--- config.mk ---
export PLATFORM = sky130hd
export DESIGN_NAME = mads_front
export DESIGN_NICKNAME = d
export VERILOG_FILES = /design/src/sv/mads_pkg.sv /design/src/sv/mads_front.sv
export SDC_FILE = /design/constraint.sdc
export NUM_CORES = 1
export LEC_CHECK = 0
export ABC_AREA = 1
export BUFFER_PORTS_ARGS = -buffer_cell sky130_fd_sc_hd__clkbuf_2
export CORE_AREA = 2 2 93 95
export DETAILED_ROUTE_END_ITERATION = 16
export DIE_AREA = 0 0 95 97
export PLACE_DENSITY = 0.76
export SLEW_MARGIN = 15
export SYNTH_ARGS = -nofsm -noshare
export SYNTH_HDL_FRONTEND = slang
export SYNTH_SLANG_ARGS = --single-unit
--- constraint.sdc ---
create_clock -name clk -period 5.2 [get_ports clk]
set_input_delay 1.04 -clock clk [delete_from_list [all_inputs] [get_ports clk]]
set_output_delay 1.04 -clock clk [all_outputs]
set_load 0.1 [all_outputs]
--- src/sv/mads_pkg.sv ---
// Package for the median absolute deviation sum block: sizes and types.
package mads_pkg;
	localparam int MaxItems = 4096;
	localparam int AddrW = $clog2(MaxItems);
	localparam int CountW = $clog2(MaxItems + 1);
	localparam int SumW = 44;
	localparam int QueueDepth = 2;
	localparam int QueuePtrW = 1;

	// Front-to-back command: store one value unless the store is full, optionally finish the set
	typedef struct packed {
		logic [31:0] sample;
		logic        store;
		logic        final_item;
		logic        overflowed;
	} cmd_t;

	typedef struct packed {
		logic [31:0]     median_value;
		logic [SumW-1:0] deviation_sum;
		logic            overflowed;
	} res_t;

	typedef enum logic [2:0] {
		ST_LOAD,
		ST_SCAN,
		ST_DRAIN,
		ST_SUM,
		ST_SUM_DRAIN,
		ST_OUT
	} back_state_t;
endpackage

--- src/sv/mads_front.sv ---
// Front end: counts stored values, flags overflow and queues commands.
module mads_front (
	input  logic                   clk,
	input  logic                   arst_n,
	input  logic [31:0]            sample,
	input  logic                   final_item,
	input  logic                   in_valid,
	output logic                   in_ready,
	output mads_pkg::cmd_t         cmd,
	output logic                   cmd_valid,
	input  logic                   cmd_ready
);
	logic [mads_pkg::CountW-1:0] count_q;
	logic                        ovf_q;
	mads_pkg::cmd_t              fifo_q [mads_pkg::QueueDepth];
	logic [mads_pkg::QueuePtrW-1:0] wr_q, rd_q;
	logic [mads_pkg::QueuePtrW:0] fill_q;
	logic push, pop, full;

	assign full = (fill_q == (mads_pkg::QueuePtrW+1)'(mads_pkg::QueueDepth));
	assign in_ready = !full;
	assign push = in_valid && in_ready;
	assign cmd_valid = (fill_q != '0);
	assign pop = cmd_valid && cmd_ready;
	assign cmd = fifo_q[rd_q];

	// Classify and track the set
	always_ff @(posedge clk or negedge arst_n) begin
		if (!arst_n) begin
			count_q <= '0;
			ovf_q <= 1'b0;
			wr_q <= '0;
			rd_q <= '0;
			fill_q <= '0;
		end else begin
			if (push) begin
				if (final_item) begin
					count_q <= '0;
					ovf_q <= 1'b0;
				end else if (count_q < mads_pkg::CountW'(mads_pkg::MaxItems)) begin
					count_q <= count_q + 1'b1;
				end else begin
					ovf_q <= 1'b1;
				end
				wr_q <= wr_q + 1'b1;
			end
			if (pop) rd_q <= rd_q + 1'b1;
			fill_q <= fill_q + (mads_pkg::QueuePtrW+1)'(push) - (mads_pkg::QueuePtrW+1)'(pop);
		end
	end

	// Hold queued commands
	always_ff @(posedge clk) begin
		if (push) begin
			fifo_q[wr_q].sample <= sample;
			fifo_q[wr_q].store <= (count_q < mads_pkg::CountW'(mads_pkg::MaxItems));
			fifo_q[wr_q].final_item <= final_item;
			fifo_q[wr_q].overflowed <= ovf_q ||
				(count_q >= mads_pkg::CountW'(mads_pkg::MaxItems));
		end
	end
endmodule

==> results of run 1 <==
==> synth_stat cells, drive strengths merged <==
master	count	area share, %
nand2	145	16
edfxtp	70	58
nor2	25	3.9
inv	19	2.0
dfrtp	18	13
nand3	14	2.3
a21oi	6	1.0
buf	5	0.66
ha	3	1.0
nor3	3	0.42
clkbuf	2	0.21
xnor2	2	0.49
nand4	1	0.17
o21a	1	0.21
o21ai	1	0.14
or2	1	0.17
xor2	1	0.24
==> cell families (layout without fill, tap and decap cells) <==
kind of cell / count (synthesis) / after routing / share of synthesized area [%]
compound gates: 8 / 8 / 1.39
xor+xnor: 3 / 3 / 0.731
fa+ha+maj: 3 / 3 / 1.04
buf+inv: 26 / 109 / 2.86
flops: 88 / 88 / 71.0
simple gates: 189 / 189 / 22.9
==> metal layers <==
| metal | vias up | GRT usage [%] |
|---|---|---|
| met5 | - | 0 |
| met4 | 0 | 4.68 |
| met3 | 2 | 4.75 |
| met2 | 67 | 24.4 |
| met1 | 1091 | 18.8 |
| li1 | 1194 | - |
==> worst max-delay path by stage <==
stage | depth (start not counted) | slack (ns) | endpoint
final | 4 | 2.27 | cmd[19]
after global routing | 4 | 2.07 | cmd[7]
after CTS | 4 | 2.23 | cmd[5]
after detailed placement | 4 | 2.62 | cmd[5]
after global placement | 4 | 2.66 | cmd[2]
after floorplan | 2 | 2.11 | fifo_q[1][0]$_DFFE_PP_
==> layout make-up <==
class                      instances  area, um^2
multi-input combinational        203         953
clock inverter                     6        92.6
fill                             693        3830
sequential                        88        2550
tap                              105         131
clock buffer                      10         128
timing repair buffer              74         373
inverter                          19        71.3
==> metrics by stage <==
step	hold WS, ns	setup WS (ns)	cell area [um^2]
detailed placement	0.516	2.62	4080
CTS	0.530	2.23	4300
global route	0.564	2.07	4300
floorplan	0.481	2.11	3590
finish	0.530	2.27	4300
global placement	0.498	2.66	4080
==> sequential cells by signal, summed over array words and instances (netlist names) <==
signal / flops
fifo_q: 70
count_q: 13
fill_q: 2
ovf_q: 1
rd_q: 1
wr_q: 1
==> critical path, delay by kind of cell, from the launching register on <==
family                 cells  cell delay (ns)
AND/OR/NAND/NOR            2             0.23
buffers and inverters      2             0.92
flip-flops                 1             0.39
==> results.md, run 1 <==
- Status: completed
- MaxCap Viol Count: 0
- Global Route Usage Sum: 14.9%
- Syn_area_per_cell: 11.3 um^2
- Sequential-to-total area share from yosys stat: 71.0%
- R2r worst-path depth: 3
- Beginning of the critical path: rd_q$_DFFE_PN0P_
- Die height: 97 um
- Util after Layout: 52.9%
- CP required: 4.16 ns
- Final std cells w/o fill: 505
- Crit path capture type: output pin
- Vias in the first global route: 2,291
- Core footprint: 0.00813 mm^2
- Clock Tree Buf Depth: 2
- WL/cell: 12.6 um
- Hold path start: ovf_q$_DFFE_PN0P_
- Met2 wire length: 3020 um
- Clock slew at reported path FFs: 0.08 ns
- Critical Path Fanout Max: 36
- Netlist cell types: 25
- Period utilization: 56.4%
- Highest metal used: met4
- Largest net degree at the start of global routing: 37
- Cells after synthesis: 317
- Highest clock rate: 341 MHz
- Num rows: 33
- Synth Register Bits: 88
- Area delta synth->final: 19.7%
- Ant diodes: 0
- # DRC: 0
- Post-DRT Antenna Nets: 0
- Most frequent cells in the layout: nand2_1 (139), clkbuf_2 (73), edfxtp_1 (70), nor2_1 (18), dfrtp_1 (18)
- Crit path kind: reg -> out
- # setup viols final: 0
- Vias/cell: 4.66
- Global-route wire length before repair: 10,500 um
- Initial core utilization: 44.2%
- H-tree depth: 3
- Final GP Congestion: 0.820
- CTS Sinks: 88
- Wl on met1: 2950 um
- Cts repair resizes: 0
- DR pass1 iterations: 4
- Initial antenna violation count: 0
- Met3 WL post-DR: 388 um
- Post-CTS Setup Bufs: 0
- Clock Tree Root: clkbuf_8
- Final min period: 2.93 ns
- Setup tns final: 0 ns
- Layout cells sized above 1: 27.3%
- Nets@finish: 435
- Hold-fix buffers at CTS: 0
- Total gr overflow: 0
- Area of the mapped netlist: 0.00359 mm^2
- IO Port Bufs: 73
- Final hold vios: 0
- CP dominant cell by count: nand2_1
- Max_slew headroom: 30.8%
- Most common cell after layout, fill and taps aside: nand2_1
- Terminus of the critical flop-to-flop path: fifo_q[1][11]$_DFFE_PP_
- Crit-path cells: inv_2, nand2_1, nand2_1, clkbuf_2
- Final Skew: 0.00466 ns
- I/O Pins: 74
- Worst min-delay path endpoint: ovf_q$_DFFE_PN0P_
- Crit path max-delay cell type: inv_2
- Initial DRC Count: 92
- Routed via count: 2,354
- TritonCTS Buffers: 9
- Syn nets: 357
- Worst r2r src: fill_q[1]$_DFF_PN0_
- Critical Path Start Type: flop
- Ys Warns: 0
- WP data arrival: 1.89 ns
- Reg2reg setup slack: 3.33 ns
- Die width: 95 um
- Routed wire length: 6380 um
- Hold crit path type: reg -> reg
- Slew Limit Fails: 0
- Slew @ Worst Pin: 1.04 ns
- HPWL after DPL: 4270 um
- Crit path largest cell delay: 0.47 ns
- WHS Path Cells: 2
- RSZ-0062 raised after global routing: no
- Worst skew pair latency: 0.35 ns
- Die Area: 0.00922 mm^2
- CTS tree: yes
- Placed insts: 489
Power of run 1 is left out: the tool's default activity adds up to more than one toggle a clock period on the data nets, which glitch-free logic cannot reach.
==> run 2: changes to the inputs <==
ABC_AREA = 0   (was 1)
CORE_AREA = 2 2 92 94   (was 2 2 93 95)
DIE_AREA = 0 0 94 96   (was 0 0 95 97)
clock period = 2.7 ns   (was 5.2 ns; I/O delays follow)
==> results.md, run 2 <==
- Status: completed
- GR Util met1: 16.9% (-1.9 points)
- Die height: 96 um (-1.0%)
- Clock slew at reported path FFs: 0.08 ns (about the same)
- Synth top area cells: edfxtp_1 (60%), dfrtp_1 (13%), mux2_2 (11%)
- MaxCap Viol Count: 0 (unchanged)
- Global Route Usage Sum: 13.2% (-1.7 points)
- Cts repair resizes: 0 (unchanged)
- Clock Tree Buf Depth: 2 (unchanged)
- Final min period: 2.50 ns
- Routed wire length: 5780 um (-9.5%)
- Grt peak-use layer: met2
- Cells after synthesis: 208 (-34%)
- Die width: 94 um (-1.1%)
- Most frequent cell after synthesis: edfxtp_1
- Mux share of post-synthesis cell area: 11.5% (+12 points)
- DR pass1 iterations: 4 (unchanged)
- Ys Warns: 0 (unchanged)
- TritonCTS Buffers: 9 (unchanged)
- Worst r2r src: fill_q[1]$_DFF_PN0_
- Max_slew headroom: 63.8% (+33 points)
- Terminus of the critical flop-to-flop path: fill_q[1]$_DFF_PN0_
- Layout cells sized above 1: 46.3% (+19 points)
- Netlist cell types: 35 (+40%)
- Crit-path cells: buf_12, mux2_2, clkbuf_2
- Post-synth EDFFs: 70 (unchanged)
- Global-route wire length before repair: 8870 um (-16%)
- Core footprint: 0.00805 mm^2 (-1.0%)
- Syn nets: 248 (-31%)
- Num rows: 33 (unchanged)
- Largest family of logic cells by synthesized area: multiplexers
- Ant diodes: 0 (unchanged)
- Post-synthesis compound-gate area fraction: 4.10% (+2.7 points)
- Max reg flops: 70 (unchanged)
- Final GP Congestion: 0.712 (-13%)
- Total gr overflow: 0 (unchanged)
- Most frequent cells in the layout: clkbuf_2 (73), edfxtp_1 (70), mux2_2 (35), dfrtp_1 (17), clkbuf_8 (9)
- Main synth FF type: edfxtp_1
- Setup tns final: 0 ns (unchanged)
- Met2 global-route usage: 20.5% (-3.9 points)
- Routed via count: 2,017 (-14%)
- Crit path capture type: output pin
- Initial core utilization: 43.5% (-0.63 points)
- Hold-fix buffers at CTS: 0 (unchanged)
- Syn_area_per_cell: 16.9 um^2 (+49%)
- Crit path max-delay cell type: dfrtp_2
- Initial antenna violation count: 0 (unchanged)
- Initial DRC Count: 59 (-36%)
- Area of the mapped netlist: 0.00351 mm^2 (-2.4%)
- Final hold vios: 0 (unchanged)
- WP data arrival: 1.96 ns (+0.07 ns)
- Slew Limit Fails: 0 (unchanged)
- CTS tree: yes
- I/O Pins: 74 (unchanged)
- WL/cell: 14.5 um (+15%)
- Nets@finish: 329 (-24%)
- Vias/cell: 5.06 (+8.4%)
- Post-DRT Antenna Nets: 0 (unchanged)
- Vias in the first global route: 1,887 (-18%)
- H-tree depth: 3 (unchanged)
- Async SR Flop Fraction: 20.5% (unchanged)
- Die Area: 0.00902 mm^2 (-2.1%)
- Commonest cells post-synth: edfxtp_1 (70), mux2_2 (35), dfrtp_1 (18)
- Reg2reg setup slack: 0.91 ns (-2.42 ns)
- Clock Tree Root: clkbuf_8
- Synth Register Bits: 88 (unchanged)
- Top reg by flops: fifo_q
- Critical Path Start Type: flop
- Simple-gate portion of the synthesized area: 7.28% (-16 points)
- Worst skew pair latency: 0.35 ns (about the same)
- # setup viols final: 0 (unchanged)
- CP required: 2.16 ns (-2.00 ns)
- Critical Path Fanout Max: 20 (-44%)
- Largest net degree at the start of global routing: 36 (-2.7%)
- Post-CTS Setup Bufs: 0 (unchanged)
- # DRC: 0 (unchanged)
- Post-synth top area share: 60.0% (+1.5 points)
- Hold crit path type: in -> async
- Post-synthesis xor/xnor area fraction: 1.25% (+0.52 points)
- Synth area leader: edfxtp_1
- HPWL after DPL: 3970 um (-7.1%)
- R2r worst-path depth: 7 (+4)
- Crit path kind: reg -> out
- RSZ-0062 raised after global routing: no
- Slew @ Worst Pin: 0.546 ns (-0.490 ns)
- Adder-Cell Fraction of Synth Area: 1.07% (+0.026 points)
- CTS Sinks: 88 (unchanged)
- Crit path largest cell delay: 0.63 ns (+0.16 ns)
- Largest regs: fifo_q (70), count_q (13), fill_q (2)
- Area delta synth->final: 21.3%
- GR Layer Usage met3: 3.60% (-1.1 points)
- Period utilization: 92.8%
- Sequential-to-total area share from yosys stat: 72.8% (+1.8 points)
- IO Port Bufs: 73 (unchanged)
- Most common cell after layout, fill and taps aside: clkbuf_2
- Final Skew: 0.00446 ns (-0.000201 ns)
- Highest clock rate: 399 MHz
-- run 2: cell types whose count changed after synthesis, sizes merged, moves of 3 or more --
cell	change
mux2	+35
inv	-13
nand2	-137
or3	+4
nand3	-7
or4	+4
nor2	-23
and3	+4
o21a	+3
o31ai	+4
o21ai	+4
-- run 2: logic make-up after synthesis --
kind of cell    Yosys count
flops                    88
simple gates             41
mux                      36
compound gates           23
buf+inv                  12
xor+xnor                  5
fa+ha+maj                 3
-- run 2: layer usage --
layer | wire (um) | up-vias
met5 | 0 | -
met4 | 114 | 0
met3 | 357 | 11
met2 | 2770 | 62
met1 | 2540 | 983
li1 | - | 961
-- run 2: worst max-delay path by stage --
stage / endpoint / cells past startpoint / startpoint / slack, ns
after floorplan: fifo_q[0][0]$_DFFE_PP_ / 4 / fill_q[1]$_DFF_PN0_ / 0.43
after detailed placement: cmd[3] / 3 / rd_q$_DFFE_PN0P_ / 0.57
after global routing: cmd[3] / 3 / rd_q$_DFFE_PN0P_ / 0.12
after CTS: cmd[3] / 3 / rd_q$_DFFE_PN0P_ / 0.17
final: cmd[3] / 3 / rd_q$_DFFE_PN0P_ / 0.20
after global placement: cmd[3] / 3 / rd_q$_DFFE_PN0P_ / 0.58
-- run 2: metrics by stage --
| stage | instances | util [%] | setup slack, ns | hold WS, ns | cell area, um^2 |
|---|---|---|---|---|---|
| after floorplan | 208 | - | 0.426 | 0.244 | 3510 |
| after global placement | 383 | 49.9 | 0.576 | 0.480 | 4020 |
| after detailed placement | 383 | 49.9 | 0.567 | 0.505 | 4020 |
| after CTS | 399 | 52.8 | 0.171 | 0.133 | 4250 |
| after global routing | 399 | 52.8 | 0.118 | 0.137 | 4250 |
| final | 399 | 52.8 | 0.195 | 0.137 | 4250 |
-- run 2: final cells by class --
type / instances / area (um^2)
Timing Repair Buffer: 76 / 413
Inverter: 6 / 27.5
Tap cell: 105 / 131
Clock inverter: 6 / 108
Fill cell: 667 / 3800
Sequential cell: 88 / 2550
Multi-Input combinational cell: 108 / 893
Clock buffer: 10 / 128
-- run 2: worst max-delay path, delay by kind of cell (launching register included) --
| family | cells | cell delay (ns) |
|---|---|---|
| buffers and inverters | 2 | 0.61 |
| muxes | 1 | 0.38 |
| DFF | 1 | 0.63 |
Power of run 2 is left out for the same reason.
==> run 3: changes to the inputs <==
CORE_AREA = 2 2 97 99   (was 2 2 92 94)
DIE_AREA = 0 0 99 101   (was 0 0 94 96)
PLACE_DENSITY = 0.71   (was 0.76)
==> results.md, run 3 (synthesis results as in run 2) <==
- Clock slew at reported path FFs: 0.08 ns (about the same)
- Period utilization: 85.4% (-7.3 points)
- Core footprint: 0.00898 mm^2 (+11%)
- Terminus of the critical flop-to-flop path: fifo_q[0][32]$_DFFE_PP_
- Die Area: 0.0100 mm^2 (+11%)
- Crit path max-delay cell type: dfrtp_2
- Critical Path Fanout Max: 32 (+60%)
- Global Route Usage Sum: 13.3% (+0.069 points)
- Initial core utilization: 39.1% (-4.5 points)
- Clock Tree Root: clkbuf_8
- HPWL after DPL: 4210 um (+6.1%)
- Most frequent cells in the layout: clkbuf_2 (73), edfxtp_1 (70), mux2_2 (35), dfrtp_1 (17), clkbuf_8 (9)
- Initial DRC Count: 69 (+17%)
- Worst skew pair latency: 0.35 ns (about the same)
- Highest clock rate: 433 MHz (+8.6%)
- WL/cell: 15.2 um (+4.8%)
- Reg2reg setup slack: 0.85 ns (-0.06 ns)
- DP Worst Slack: 0.649 ns (+0.0821 ns)
- WP data arrival: 1.77 ns (-0.19 ns)
- Total gr overflow: 0 (unchanged)
- Top reg by flops: fifo_q
- Vias/cell: 4.89 (-3.3%)
- Layout cells sized above 1: 46.3% (unchanged)
- Final GP Congestion: 0.742 (+4.3%)
- Cts repair resizes: 0 (unchanged)
- Post-DRT Antenna Nets: 0 (unchanged)
- Routed via count: 1,979 (-1.9%)
- Slew Limit Fails: 0 (unchanged)
- Ant diodes: 0 (unchanged)
- Crit path capture type: output pin
- Num rows: 35 (+6.1%)
- MaxCap Viol Count: 0 (unchanged)
- Status: completed
- # DRC: 0 (unchanged)
- IO Port Bufs: 73 (unchanged)
- Initial antenna violation count: 0 (unchanged)
- TritonCTS Buffers: 9 (unchanged)
- Final min period: 2.31 ns (-0.198 ns)
- Slew @ Worst Pin: 0.557 ns (+0.0114 ns)
- Global-route wire length before repair: 10,100 um (+14%)
- Crit-path cells: buf_12, mux2_2, clkbuf_2
- CTS tree: yes
- R2r worst-path depth: 5 (-2)
- Critical Path Start Type: flop
- CP required: 2.16 ns (about the same)
- I/O Pins: 74 (unchanged)
- # setup viols final: 0 (unchanged)
- Most common cell after layout, fill and taps aside: clkbuf_2
- Max_slew headroom: 63.0% (-0.76 points)
- Setup tns final: 0 ns (unchanged)
- Worst r2r src: fill_q[1]$_DFF_PN0_
- Hold-fix buffers at CTS: 0 (unchanged)
- Die height: 101 um (+5.2%)
- Vias in the first global route: 2,021 (+7.1%)
- DR pass1 iterations: 6 (+2)
- Nets@finish: 329 (unchanged)
- Max reg flops: 70 (unchanged)
- Largest regs: fifo_q (70), count_q (13), fill_q (2)
- Final Skew: 0.0105 ns (+0.00605 ns)
- Area delta synth->final: 22.0%
- Min Hold Slack: 0.122 ns (-0.0146 ns)
- Post-CTS Setup Bufs: 0 (unchanged)
- Routed wire length: 6150 um (+6.4%)
- Hold crit path type: in -> async
- Crit path kind: reg -> out
- Crit path largest cell delay: 0.44 ns (-0.19 ns)
- CTS Sinks: 88 (unchanged)
- Clock Tree Buf Depth: 2 (unchanged)
- Final hold vios: 0 (unchanged)
- Largest net degree at the start of global routing: 33 (-8.3%)
- Die width: 99 um (+5.3%)
- H-tree depth: 3 (unchanged)
- RSZ-0062 raised after global routing: no
- Setup WS post-layout: 0.393 ns (+0.198 ns)
-- run 3: metrics by stage --
step / instance area (um^2) / util, % / instances
after global placement: 4040 / 45.0 / 389
final: 4280 / 47.7 / 405
after detailed placement: 4040 / 45.0 / 389
after floorplan: 3510 / - / 208
after CTS: 4280 / 47.7 / 405
after global routing: 4280 / 47.7 / 405
-- run 3: worst max-delay path: cells and delay by family (launching register included) --
family                 cells  cell delay [ns]
DFF                        1             0.44
buffers and inverters      2             0.60
muxes                      1             0.37
-- run 3: area by class of cell --
cell class	count	area, um^2
Fill cell	804	4700
Tap cell	111	139
Inverter	6	27.5
Timing Repair Buffer	76	425
Clock buffer	11	131
Multi-Input combinational cell	108	893
Clock inverter	5	108
Sequential cell	88	2550
-- run 3: how the worst max path moves through the flow --
stage	startpoint	endpoint	slack [ns]	cells after the start
after CTS	rd_q$_DFFE_PN0P_	cmd[16]	0.36	3
after floorplan	fill_q[1]$_DFF_PN0_	fifo_q[0][0]$_DFFE_PP_	0.43	4
after detailed placement	in_valid	fifo_q[0][1]$_DFFE_PP_	0.65	4
final	rd_q$_DFFE_PN0P_	cmd[16]	0.39	3
after global routing	rd_q$_DFFE_PN0P_	cmd[27]	0.31	3
after global placement	in_valid	fifo_q[0][1]$_DFFE_PP_	0.67	4
-- run 3: metal layers --
metal | vias up | part of all wire, % | wire length [um] | GRT usage, %
met3 | 11 | 6.2 | 383 | 4.79
met4 | 0 | 1.6 | 100 | 5.06
met1 | 958 | 41 | 2550 | 16.2
met5 | - | 0 | 0 | 0
li1 | 954 | - | - | -
met2 | 56 | 51 | 3110 | 21.8
Power of run 3 is left out for the same reason.
